--- config.mk ---
export PLATFORM = sky130hd
export DESIGN_NAME = line_centroid_tracker_top
export DESIGN_NICKNAME = d
export VERILOG_FILES = /design/src/rtl/lct_pkg.sv /design/src/rtl/line_centroid_tracker_top.sv
export VERILOG_INCLUDE_DIRS = /design/src /design/src/rtl
export SDC_FILE = /design/constraint.sdc
export NUM_CORES = 2
export LEC_CHECK = 0
export BUFFER_PORTS_ARGS = -buffer_cell sky130_fd_sc_hd__buf_2
export CORE_MARGIN = 2
export CORE_UTILIZATION = 45
export CTS_CLUSTER_DIAMETER = 40
export DETAILED_ROUTE_END_ITERATION = 10
export GPL_ROUTABILITY_DRIVEN = 0
export SYNTH_ARGS = -nofsm -noshare
export SYNTH_HDL_FRONTEND = slang
export SYNTH_SLANG_ARGS = --single-unit
--- constraint.sdc ---
create_clock -name clk_i -period 10.68 [get_ports clk_i]
set_input_delay 2.136 -clock clk_i [delete_from_list [all_inputs] [get_ports clk_i]]
set_output_delay 2.136 -clock clk_i [all_outputs]
set_load 0.01 [all_outputs]
--- src/rtl/line_centroid_tracker_top_assert.svh ---
// assertion macros for the line centroid tracker
`ifndef LINE_CENTROID_TRACKER_TOP_ASSERT_SVH
`define LINE_CENTROID_TRACKER_TOP_ASSERT_SVH

// same-cycle implication, checked out of reset
`define LCT_ASSERT_IMPL(name, ante, cons, msg) \
  name: assert property (@(posedge clk_i) disable iff (!rst_ni) (ante) |-> (cons)) \
    else $error(msg);

// next-cycle implication, checked out of reset
`define LCT_ASSERT_NEXT(name, ante, cons, msg) \
  name: assert property (@(posedge clk_i) disable iff (!rst_ni) (ante) |=> (cons)) \
    else $error(msg);

`endif

--- src/rtl/lct_pkg.sv ---
// types and constants of the line centroid tracker
`timescale 1ns / 1ps

package lct_pkg;

  localparam int SENSOR_COUNT_DEF = 4;
  localparam int SAMPLE_BITS_DEF  = 12;

  localparam int THR_W      = 12;
  localparam int POS_W      = 16;
  localparam int ALPHA_W    = 16;
  localparam int SCALE_W    = 16;
  localparam int VEL_W      = 32;
  localparam int MUL_W      = 17;
  localparam int PROD_W     = 2 * MUL_W;
  localparam int QUO_W      = 17;
  localparam int OUT_DATA_W = 48;
  localparam int APB_DATA_W = 32;

  localparam logic [THR_W-1:0]   THR_RST   = THR_W'(2048);
  localparam logic [ALPHA_W-1:0] ALPHA_RST = ALPHA_W'(813);
  localparam logic [SCALE_W-1:0] SCALE_RST = SCALE_W'(10000);

  // register map; the alpha and scale indexes follow the position block
  localparam int REG_THRESHOLD = 0;
  localparam int REG_POS_BASE  = 1;

  typedef enum logic [2:0] {
    ST_IDLE,
    ST_ACC,
    ST_DIV_PREP,
    ST_DIV,
    ST_FILT,
    ST_FUPD,
    ST_VEL,
    ST_DONE
  } lct_state_e;

endpackage

--- src/rtl/line_centroid_tracker_top.sv ---
// line centroid tracker: weighted centroid, low-pass filter and velocity
`timescale 1ns / 1ps
`include "line_centroid_tracker_top_assert.svh"

// Input stream: s_axis_tdata carries SENSOR_COUNT samples, tuser is the
// clear request. Output stream: tdata carries position (low 16 bits) and
// velocity (next 32 bits), tuser is the line-found flag.
// One item is worked at a time through a single shared 17x17 multiplier and
// a restoring divider that resolves one quotient bit per cycle.
// Steps from input transfer to output valid: one multiply-accumulate step per
// sensor, one divider setup step, 17 divider steps, filter multiply, filter
// update, velocity multiply and a result step. A new item is taken only after
// the result step, so each item is finished before the next is accepted. A
// clear request goes straight to the result step, an item with no line right
// after its accumulate steps. The result sits in an output register; the
// block goes back to accepting input while it waits. If the receiver
// stalls with a result still held, the next result waits in the sequencer
// until the register frees. Reset clears the tracker state and loads the
// default register values. Configuration goes over the APB port while
// the block is idle: that is for the user to keep, the block itself
// does not enforce it.
module line_centroid_tracker_top #(
  parameter int SENSOR_COUNT = lct_pkg::SENSOR_COUNT_DEF,
  parameter int SAMPLE_BITS  = lct_pkg::SAMPLE_BITS_DEF
) (
  input  logic clk_i,
  input  logic rst_ni,
  // sample_0 .. sample_N-1, SAMPLE_BITS each, lowest first
  input  logic [((SENSOR_COUNT*SAMPLE_BITS+7)/8)*8-1:0] s_axis_tdata_i,
  // clear_state
  input  logic s_axis_tuser_i,
  input  logic s_axis_tvalid_i,
  output logic s_axis_tready_o,
  // line_position [15:0], line_velocity [47:16]
  output logic [lct_pkg::OUT_DATA_W-1:0] m_axis_tdata_o,
  // line_found
  output logic m_axis_tuser_o,
  output logic m_axis_tvalid_o,
  input  logic m_axis_tready_i,
  input  logic psel_i,
  input  logic penable_i,
  input  logic pwrite_i,
  input  logic [$clog2(4*(SENSOR_COUNT+3))-1:0] paddr_i,
  input  logic [lct_pkg::APB_DATA_W-1:0] pwdata_i,
  output logic [lct_pkg::APB_DATA_W-1:0] prdata_o,
  output logic pready_o
);

  localparam int POS_W    = lct_pkg::POS_W;
  localparam int MUL_W    = lct_pkg::MUL_W;
  localparam int PROD_W   = lct_pkg::PROD_W;
  localparam int QUO_W    = lct_pkg::QUO_W;
  localparam int VEL_W    = lct_pkg::VEL_W;
  localparam int THR_W    = lct_pkg::THR_W;
  localparam int DATA_W   = lct_pkg::APB_DATA_W;
  localparam int CNT_W    = $clog2(SENSOR_COUNT);
  localparam int ADDR_W   = $clog2(4*(SENSOR_COUNT+3));
  localparam int IDX_W    = ADDR_W - 2;
  localparam int REG_ALPHA = SENSOR_COUNT + 1;
  localparam int REG_SCALE = SENSOR_COUNT + 2;
  localparam int CMP_W    = (SAMPLE_BITS > THR_W) ? SAMPLE_BITS : THR_W;
  localparam int TOT_W    = SAMPLE_BITS + CNT_W;
  localparam int ACC_W    = POS_W + SAMPLE_BITS + CNT_W + 1;
  localparam int NUM_W    = ACC_W + 1;
  localparam int QCNT_W   = $clog2(QUO_W);
  localparam int STEP_W   = (QCNT_W > CNT_W) ? QCNT_W : CNT_W;

  // ---------------- configuration registers ----------------
  logic [THR_W-1:0]                   thr_q;
  logic signed [POS_W-1:0]            pos_q [SENSOR_COUNT];
  logic [lct_pkg::ALPHA_W-1:0]        alpha_q;
  logic [lct_pkg::SCALE_W-1:0]        scale_q;
  logic                               wr_en;
  logic [IDX_W-1:0]                   idx;

  assign wr_en    = psel_i & penable_i & pwrite_i;
  assign idx      = paddr_i[ADDR_W-1:2];
  assign pready_o = 1'b1;

  always_ff @(posedge clk_i or negedge rst_ni) begin
    if (!rst_ni) begin
      thr_q   <= lct_pkg::THR_RST;
      alpha_q <= lct_pkg::ALPHA_RST;
      scale_q <= lct_pkg::SCALE_RST;
    end else if (wr_en) begin
      if (idx == IDX_W'(lct_pkg::REG_THRESHOLD)) begin
        thr_q <= pwdata_i[THR_W-1:0];
      end
      if (idx == IDX_W'(REG_ALPHA)) begin
        alpha_q <= pwdata_i[lct_pkg::ALPHA_W-1:0];
      end
      if (idx == IDX_W'(REG_SCALE)) begin
        scale_q <= pwdata_i[lct_pkg::SCALE_W-1:0];
      end
    end
  end

  // sensors spread evenly across the signed range by default
  for (genvar g = 0; g < SENSOR_COUNT; g++) begin : g_pos
    localparam int POS_RST = -32768 + (65536 * (2*g + 1)) / (2*SENSOR_COUNT);
    always_ff @(posedge clk_i or negedge rst_ni) begin
      if (!rst_ni) begin
        pos_q[g] <= POS_W'(POS_RST);
      end else if (wr_en && idx == IDX_W'(lct_pkg::REG_POS_BASE + g)) begin
        pos_q[g] <= pwdata_i[POS_W-1:0];
      end
    end
  end

  always_comb begin
    prdata_o = '0;
    if (idx == IDX_W'(lct_pkg::REG_THRESHOLD)) begin
      prdata_o = DATA_W'(thr_q);
    end
    if (idx == IDX_W'(REG_ALPHA)) begin
      prdata_o = DATA_W'(alpha_q);
    end
    if (idx == IDX_W'(REG_SCALE)) begin
      prdata_o = DATA_W'(scale_q);
    end
    for (int i = 0; i < SENSOR_COUNT; i++) begin
      if (idx == IDX_W'(lct_pkg::REG_POS_BASE + i)) begin
        prdata_o = DATA_W'($unsigned(pos_q[i]));
      end
    end
  end

  // ---------------- sequencer ----------------
  lct_pkg::lct_state_e state_q, state_d;

  logic [STEP_W-1:0]        cnt_q;
  logic [SAMPLE_BITS-1:0]   smp_q  [SENSOR_COUNT];
  logic signed [POS_W-1:0]  posw_q [SENSOR_COUNT];
  logic signed [ACC_W-1:0]  acc_q;
  logic [TOT_W-1:0]         tot_q;
  logic                     found_q;
  logic                     clr_q;
  logic [NUM_W-1:0]         rem_q;
  logic [NUM_W-1:0]         dsr_q;
  logic [QUO_W-1:0]         quo_q;
  logic                     neg_q;
  logic signed [PROD_W-1:0] prod_q;
  logic signed [POS_W-1:0]  filt_q;
  logic                     seen_q;
  logic signed [POS_W-1:0]  pos_est_q;
  logic signed [VEL_W-1:0]  vel_est_q;

  logic                     m_valid_q;
  logic                     m_found_q;
  logic signed [POS_W-1:0]  m_pos_q;
  logic signed [VEL_W-1:0]  m_vel_q;

  logic s_xfer;
  logic out_free;
  logic acc_last;
  logic div_last;
  logic hit;

  assign s_axis_tready_o = (state_q == lct_pkg::ST_IDLE);
  assign s_xfer          = s_axis_tvalid_i & s_axis_tready_o;
  assign out_free        = !m_valid_q || m_axis_tready_i;
  assign acc_last        = (cnt_q == STEP_W'(SENSOR_COUNT - 1));
  assign div_last        = (cnt_q == STEP_W'(QUO_W - 1));

  always_ff @(posedge clk_i or negedge rst_ni) begin
    if (!rst_ni) begin
      state_q <= lct_pkg::ST_IDLE;
    end else begin
      state_q <= state_d;
    end
  end

  always_comb begin
    state_d = state_q;
    unique case (state_q)
      lct_pkg::ST_IDLE: begin
        if (s_xfer) begin
          state_d = s_axis_tuser_i ? lct_pkg::ST_DONE : lct_pkg::ST_ACC;
        end
      end
      lct_pkg::ST_ACC: begin
        if (acc_last) begin
          state_d = (found_q || hit) ? lct_pkg::ST_DIV_PREP : lct_pkg::ST_DONE;
        end
      end
      lct_pkg::ST_DIV_PREP: state_d = lct_pkg::ST_DIV;
      lct_pkg::ST_DIV: begin
        if (div_last) begin
          state_d = lct_pkg::ST_FILT;
        end
      end
      lct_pkg::ST_FILT: state_d = lct_pkg::ST_FUPD;
      lct_pkg::ST_FUPD: state_d = lct_pkg::ST_VEL;
      lct_pkg::ST_VEL:  state_d = lct_pkg::ST_DONE;
      lct_pkg::ST_DONE: begin
        if (out_free) begin
          state_d = lct_pkg::ST_IDLE;
        end
      end
      default: state_d = lct_pkg::ST_IDLE;
    endcase
  end

  // ---------------- shared datapath ----------------
  logic [SAMPLE_BITS-1:0]   w;
  logic signed [POS_W-1:0]  raw;
  logic signed [MUL_W-1:0]  diff;
  logic signed [MUL_W-1:0]  mul_a;
  logic signed [MUL_W-1:0]  mul_b;
  logic signed [PROD_W-1:0] mul_p;
  logic [ACC_W-1:0]         mag;
  logic                     ge;
  logic signed [PROD_W-1:0] rnd;
  logic signed [POS_W-1:0]  filt_new;
  logic signed [VEL_W-1:0]  vel_sat;
  logic [PROD_W-VEL_W:0]    vel_top;

  assign hit = CMP_W'(smp_q[0]) > CMP_W'(thr_q);
  assign w   = hit ? SAMPLE_BITS'(CMP_W'(smp_q[0]) - CMP_W'(thr_q)) : '0;

  // rounded magnitude is at most 2^15, so the low 16 bits carry it
  assign raw  = neg_q ? -POS_W'(quo_q) : POS_W'(quo_q);
  assign diff = MUL_W'((state_q == lct_pkg::ST_VEL) ? filt_q : raw) - MUL_W'(pos_est_q);

  always_comb begin
    unique case (state_q)
      lct_pkg::ST_ACC: begin
        mul_a = MUL_W'(posw_q[0]);
        mul_b = $signed(MUL_W'(w));
      end
      lct_pkg::ST_FILT: begin
        mul_a = diff;
        mul_b = $signed(MUL_W'(alpha_q));
      end
      lct_pkg::ST_VEL: begin
        mul_a = diff;
        mul_b = $signed(MUL_W'(scale_q));
      end
      default: begin
        mul_a = '0;
        mul_b = '0;
      end
    endcase
  end

  assign mul_p = mul_a * mul_b;

  assign mag = acc_q[ACC_W-1] ? ACC_W'(-acc_q) : ACC_W'(acc_q);
  assign ge  = (rem_q >= dsr_q);

  // pos + floor((prod + 2^15) / 2^16), wraps to 16 bits as the result stays in range
  assign rnd      = prod_q + PROD_W'(32768);
  assign filt_new = seen_q ? pos_est_q + rnd[POS_W+15:16] : raw;

  assign vel_top = prod_q[PROD_W-1:VEL_W-1];
  always_comb begin
    if ((&vel_top) || !(|vel_top)) begin
      vel_sat = prod_q[VEL_W-1:0];
    end else if (prod_q[PROD_W-1]) begin
      vel_sat = {1'b1, {(VEL_W-1){1'b0}}};
    end else begin
      vel_sat = {1'b0, {(VEL_W-1){1'b1}}};
    end
  end

  // working registers
  always_ff @(posedge clk_i) begin
    unique case (state_q)
      lct_pkg::ST_IDLE: begin
        if (s_xfer) begin
          for (int i = 0; i < SENSOR_COUNT; i++) begin
            smp_q[i]  <= s_axis_tdata_i[i*SAMPLE_BITS +: SAMPLE_BITS];
            posw_q[i] <= pos_q[i];
          end
          acc_q   <= '0;
          tot_q   <= '0;
          found_q <= 1'b0;
          clr_q   <= s_axis_tuser_i;
        end
      end
      lct_pkg::ST_ACC: begin
        // one sensor per cycle, lines shift down toward entry zero
        for (int i = 0; i < SENSOR_COUNT - 1; i++) begin
          smp_q[i]  <= smp_q[i+1];
          posw_q[i] <= posw_q[i+1];
        end
        acc_q   <= acc_q + ACC_W'(mul_p);
        tot_q   <= tot_q + TOT_W'(w);
        found_q <= found_q | hit;
      end
      lct_pkg::ST_DIV_PREP: begin
        // round to nearest: (2|sum| + tot) / (2 tot)
        rem_q <= {mag, 1'b0} + NUM_W'(tot_q);
        dsr_q <= NUM_W'({tot_q, 1'b0}) << (QUO_W - 1);
        neg_q <= acc_q[ACC_W-1];
      end
      lct_pkg::ST_DIV: begin
        if (ge) begin
          rem_q <= rem_q - dsr_q;
        end
        dsr_q <= dsr_q >> 1;
        quo_q <= {quo_q[QUO_W-2:0], ge};
      end
      lct_pkg::ST_FILT: prod_q <= mul_p;
      lct_pkg::ST_FUPD: filt_q <= filt_new;
      lct_pkg::ST_VEL:  prod_q <= mul_p;
      default: ;
    endcase
  end

  // step counter, tracker state and output register
  always_ff @(posedge clk_i or negedge rst_ni) begin
    if (!rst_ni) begin
      cnt_q     <= '0;
      seen_q    <= 1'b0;
      pos_est_q <= '0;
      vel_est_q <= '0;
      m_valid_q <= 1'b0;
      m_found_q <= 1'b0;
      m_pos_q   <= '0;
      m_vel_q   <= '0;
    end else begin
      if ((state_q == lct_pkg::ST_ACC && !acc_last) ||
          (state_q == lct_pkg::ST_DIV && !div_last)) begin
        cnt_q <= cnt_q + STEP_W'(1);
      end else begin
        cnt_q <= '0;
      end

      if (state_q == lct_pkg::ST_DONE && out_free) begin
        m_valid_q <= 1'b1;
      end else if (m_valid_q && m_axis_tready_i) begin
        m_valid_q <= 1'b0;
      end

      if (state_q == lct_pkg::ST_DONE && out_free) begin
        if (clr_q) begin
          seen_q    <= 1'b0;
          pos_est_q <= '0;
          vel_est_q <= '0;
          m_found_q <= 1'b0;
          m_pos_q   <= '0;
          m_vel_q   <= '0;
        end else if (!found_q) begin
          seen_q    <= 1'b0;
          m_found_q <= 1'b0;
          m_pos_q   <= pos_est_q;
          m_vel_q   <= vel_est_q;
        end else begin
          seen_q    <= 1'b1;
          pos_est_q <= filt_q;
          vel_est_q <= vel_sat;
          m_found_q <= 1'b1;
          m_pos_q   <= filt_q;
          m_vel_q   <= vel_sat;
        end
      end
    end
  end

  assign m_axis_tvalid_o = m_valid_q;
  assign m_axis_tuser_o  = m_found_q;
  assign m_axis_tdata_o  = {m_vel_q, m_pos_q};

  // ---------------- assertions ----------------
  `LCT_ASSERT_NEXT(a_start_seq, s_axis_tvalid_i && s_axis_tready_o,
    state_q == lct_pkg::ST_ACC || state_q == lct_pkg::ST_DONE,
    "accepted item did not start the sequencer")
  `LCT_ASSERT_IMPL(a_div_bound, state_q == lct_pkg::ST_DIV,
    (rem_q >> 1) < dsr_q, "divider remainder exceeds quotient range")
  `LCT_ASSERT_IMPL(a_out_load, $rose(m_valid_q),
    $past(state_q == lct_pkg::ST_DONE), "output loaded outside result state")

endmodule
==> impl_metrics.yaml <==
outcome:
  run_status: "complete, no violations"
worst_setup_path:
  critPathMaxStageDelay_ps: 520
  criticalPathCategory: "flip-flop to flip-flop"
  worstPathRequired_ps: 11030
  worstReg2RegStart: "quo_q[0]"
  critical-path-slowest-cell: "fa_1"
  timing.critical_path.mode_cell: "fa_1"
  cp.arrival_ps: 10560
  r2r.worst_path.cells: 44
  critPathCaptureType: "flip-flop"
  worstPathMaxFanout: 9
  crit_path_start: "quo_q[0]"
  worst_setup_path_start_kind: "flip-flop"
place:
  detailedPlace.worstSlack_ps: 20.2
  io_buffer_count: 141
  place.detailed.hpwl_microns: 73500
  numPlacedInstances: 4983
sta:
  setup_viol: 0
  timing.slew.headroom: 0.284
  hold_vio_cnt_final: 0
  worst_clock_skew_ps: 38.9
  worst_slack_ps: 473
  timing.fmax_mhz: 98.0
  post-route-min-period_ps: 10210
  max_slew_vio_count: 0
  timing_worst_slew_pin_value_ps: 1070
  setup-tns-final_ps: 0
  fin_crit_sh: 0.956
synth:
  synthCells: 3797
  post_synth.cell_area_avg_sq_um: 9.68
  synth.yosys.seq_area_share: 0.350
  synth.ff_latch_count: 455
  netlist_area_sq_mm: 0.0368
  ys_top_cells_by_area: "edfxtp_1 24%, fa_1 15%, dfrtp_1 9.9%"
  synth-edff-count: 289
  synth_largest_type_area_fraction: 0.236
  synth.yosys.warnings: 0
  post_synth_num_cell_types: 80
  synth_async_sr_flop_share: 0.365
  synth_top_flop_cell: "edfxtp_1"
  synthDominantAreaCellType: "edfxtp_1"
grt:
  grt_pass1_vias: 27400
  grt_util_all_layers: 0.230
  grt-ovfl-total: 0
  grt_max_degree: 124
  grt_first_pass_wirelength_microns: 153000
  antenna_violations_before_repair: 2
route:
  vias: 27300
  detail_route.iter0.violations: 1652
  drt_drc_violations_left: 0
  first_pass_iters: 5
  average_wire_per_cell_in_the_routed_design_microns: 18.7
  wl_microns: 96300
  drtAntennaViolNets: 0
  route.detailed.vias_per_inst: 5.31
worst_hold_path:
  holdCritPathClass: "flip-flop to flip-flop"
  hold_depth: 0
  holdCritStartpoint: "pos_q[8]"
floorplan:
  die_width_microns: 290
  initial_core_util: 0.456
  die_y_microns: 290
  num_rows: 104
  die_ar_sq_mm: 0.0840
  core_area_sq_mm: 0.0807
  floorplan.io_pins: 177
finish:
  nFillCells: 7445
  area_added_between_synthesis_and_finish_pct: 15.9
  layoutNonFillerInstCount: 5154
  most_used_cells_in_the_layout_excluding_fill_and_tap_cells: "550 x nand2_1, 459 x inv_1, 360 x nor2_1"
  post_route_cells_drive_above_1_share: 0.161
  layout.cells.most_common: "nand2_1"
  design.final.nets: 4616
power_and_ir_drop:
  power.internal_mw: 8.40
  switching_share: 0.458
  static-leakage-power_nw: 19.6
  clock_power_share: 0.181
  vdd_drop_max_mv: 0.196
  switchingPower_mw: 7.11
  seq_power_share: 0.217
  pwr_density_cell_mw_per_mm2: 364
  combPwrFrac: 0.601
clock_network:
  clk_latency_ps: 660
  cts-root-to-sink-buffers: 3
  clock-sinks: 455
  inserted_clock_buffers: 88
  cts-root-buf: "clkbuf_16"
  cts_tree: "built"
  cts.clk_slew.worst_paths_ps: 60
  h-tree-depth: 3
run:
  drv.max_cap_violation_count: 0
==> area by class of cell <==
type	count	area (sq um)	area share
Multi-Input combinational cell	2745	22000	0.516
Tap cell	1060	1330	0.0311
Clock buffer	103	2340	0.0549
Inverter	462	1730	0.0407
Antenna cell	2	5.00	0.000117
Sequential cell	455	12900	0.302
Timing Repair Buffer	264	1650	0.0388
Clock inverter	63	718	0.0169
==> synthesized netlist by cell type, types with 17 or more instances <==
library cell / instances
nand2_1: 554
inv_1: 462
nor2_1: 362
edfxtp_1: 289
fa_1: 278
ha_1: 229
o21ai_0: 157
dfrtp_1: 146
a21oi_1: 140
mux2_2: 128
xnor2_1: 128
clkbuf_1: 125
xor2_1: 97
a21o_1: 71
nor3_1: 43
nand2b_1: 40
nand3_1: 40
mux2i_1: 37
and2_1: 33
a22o_1: 30
nor2b_1: 23
and3_1: 22
o21bai_1: 21
a211oi_1: 20
dfstp_2: 20
or3_1: 19
a22oi_1: 18
o21a_1: 18
o31ai_1: 18
buf_4: 17
nand4_1: 17
==> cells by family (layout without fill, tap and decap cells) <==
| family | after synthesis | after routing | share of synthesized area |
|---|---|---|---|
| simple gates | 1204 | 1204 | 0.142 |
| compound gates | 627 | 627 | 0.112 |
| buf+inv | 612 | 892 | 0.0642 |
| fa+ha+maj | 507 | 507 | 0.229 |
| flops | 455 | 455 | 0.350 |
| xor+xnor | 225 | 225 | 0.0536 |
| mux | 165 | 165 | 0.0493 |
| other cells | 2 | 19 | 0.000204 |
==> flip-flops by register name, indices dropped and copies added (netlist names), 3 cells and up <==
register  flops
alpha_q      16
m_pos_q      16
posw_q       64
scale_q      16
m_vel_q      32
thr_q        12
smp_q        48
pos_q        64
tot_q        14
dsr_q        31
state_q       3
cnt_q         5
rem_q        32
acc_q        31
filt_q       16
quo_q        16
prod_q       34
==> power by group through the flow <==
stage                     Clock [mW]  Sequential, mW  Combinational (mW)
after floorplan                    0            3.25                6.29
after global placement             0            3.37                8.98
after detailed placement           0            3.39                9.07
after CTS                       2.87            3.36                9.13
after global routing            2.94            3.45                10.4
final                           2.81            3.37                9.33
==> worst max-delay path: cells and delay by family (launching register included) <==
family | cells | cell delay [ps]
xor gates and xnor gates | 3 | 490
buffers and inverters | 6 | 460
adders and majority gates | 10 | 4020
and+or+nand+nor | 10 | 1580
DFF | 1 | 480
AOI/OAI and AO/OA | 14 | 2560
muxes | 1 | 290
==> routing by layer <==
layer  track usage  wire length, microns
met4        0.0704                  2680
met3        0.0416                  5660
met2         0.358                 42600
met1         0.326                 45400
met5             0                     0
==> path summary, 6_finish.rpt <==
path	slack, ps	to
max	470	acc_q[29]
min	470	posw_q[3][8]
max reg2reg	470	acc_q[29]
min reg2reg	470	posw_q[3][8]
max in group asynchronous	7560	m_vel_q[3]
min in group asynchronous	1630	pos_q[27]
==> stage by stage <==
step / utilization / power (mW) / cell area (sq um) / hold slack (ps)
after floorplan: - / 9.54 / 36800 / 424
after global placement: 0.486 / 12.4 / 39200 / 451
after detailed placement: 0.486 / 12.5 / 39200 / 457
after CTS: 0.524 / 15.4 / 42300 / 467
after global routing: 0.528 / 16.8 / 42600 / 478
final: 0.528 / 15.5 / 42600 / 467
==> what timing repair did <==
item,in CTS,in global routing
gates resized for setup,1,72
buffers inserted,0,3
pin swaps,0,19
endpoints found under the setup margin,1,14
hold buffers,0,0
endpoints found under the hold margin,0,0
cloned,0,0
Note: power is estimated with default switching activity, not from simulation.
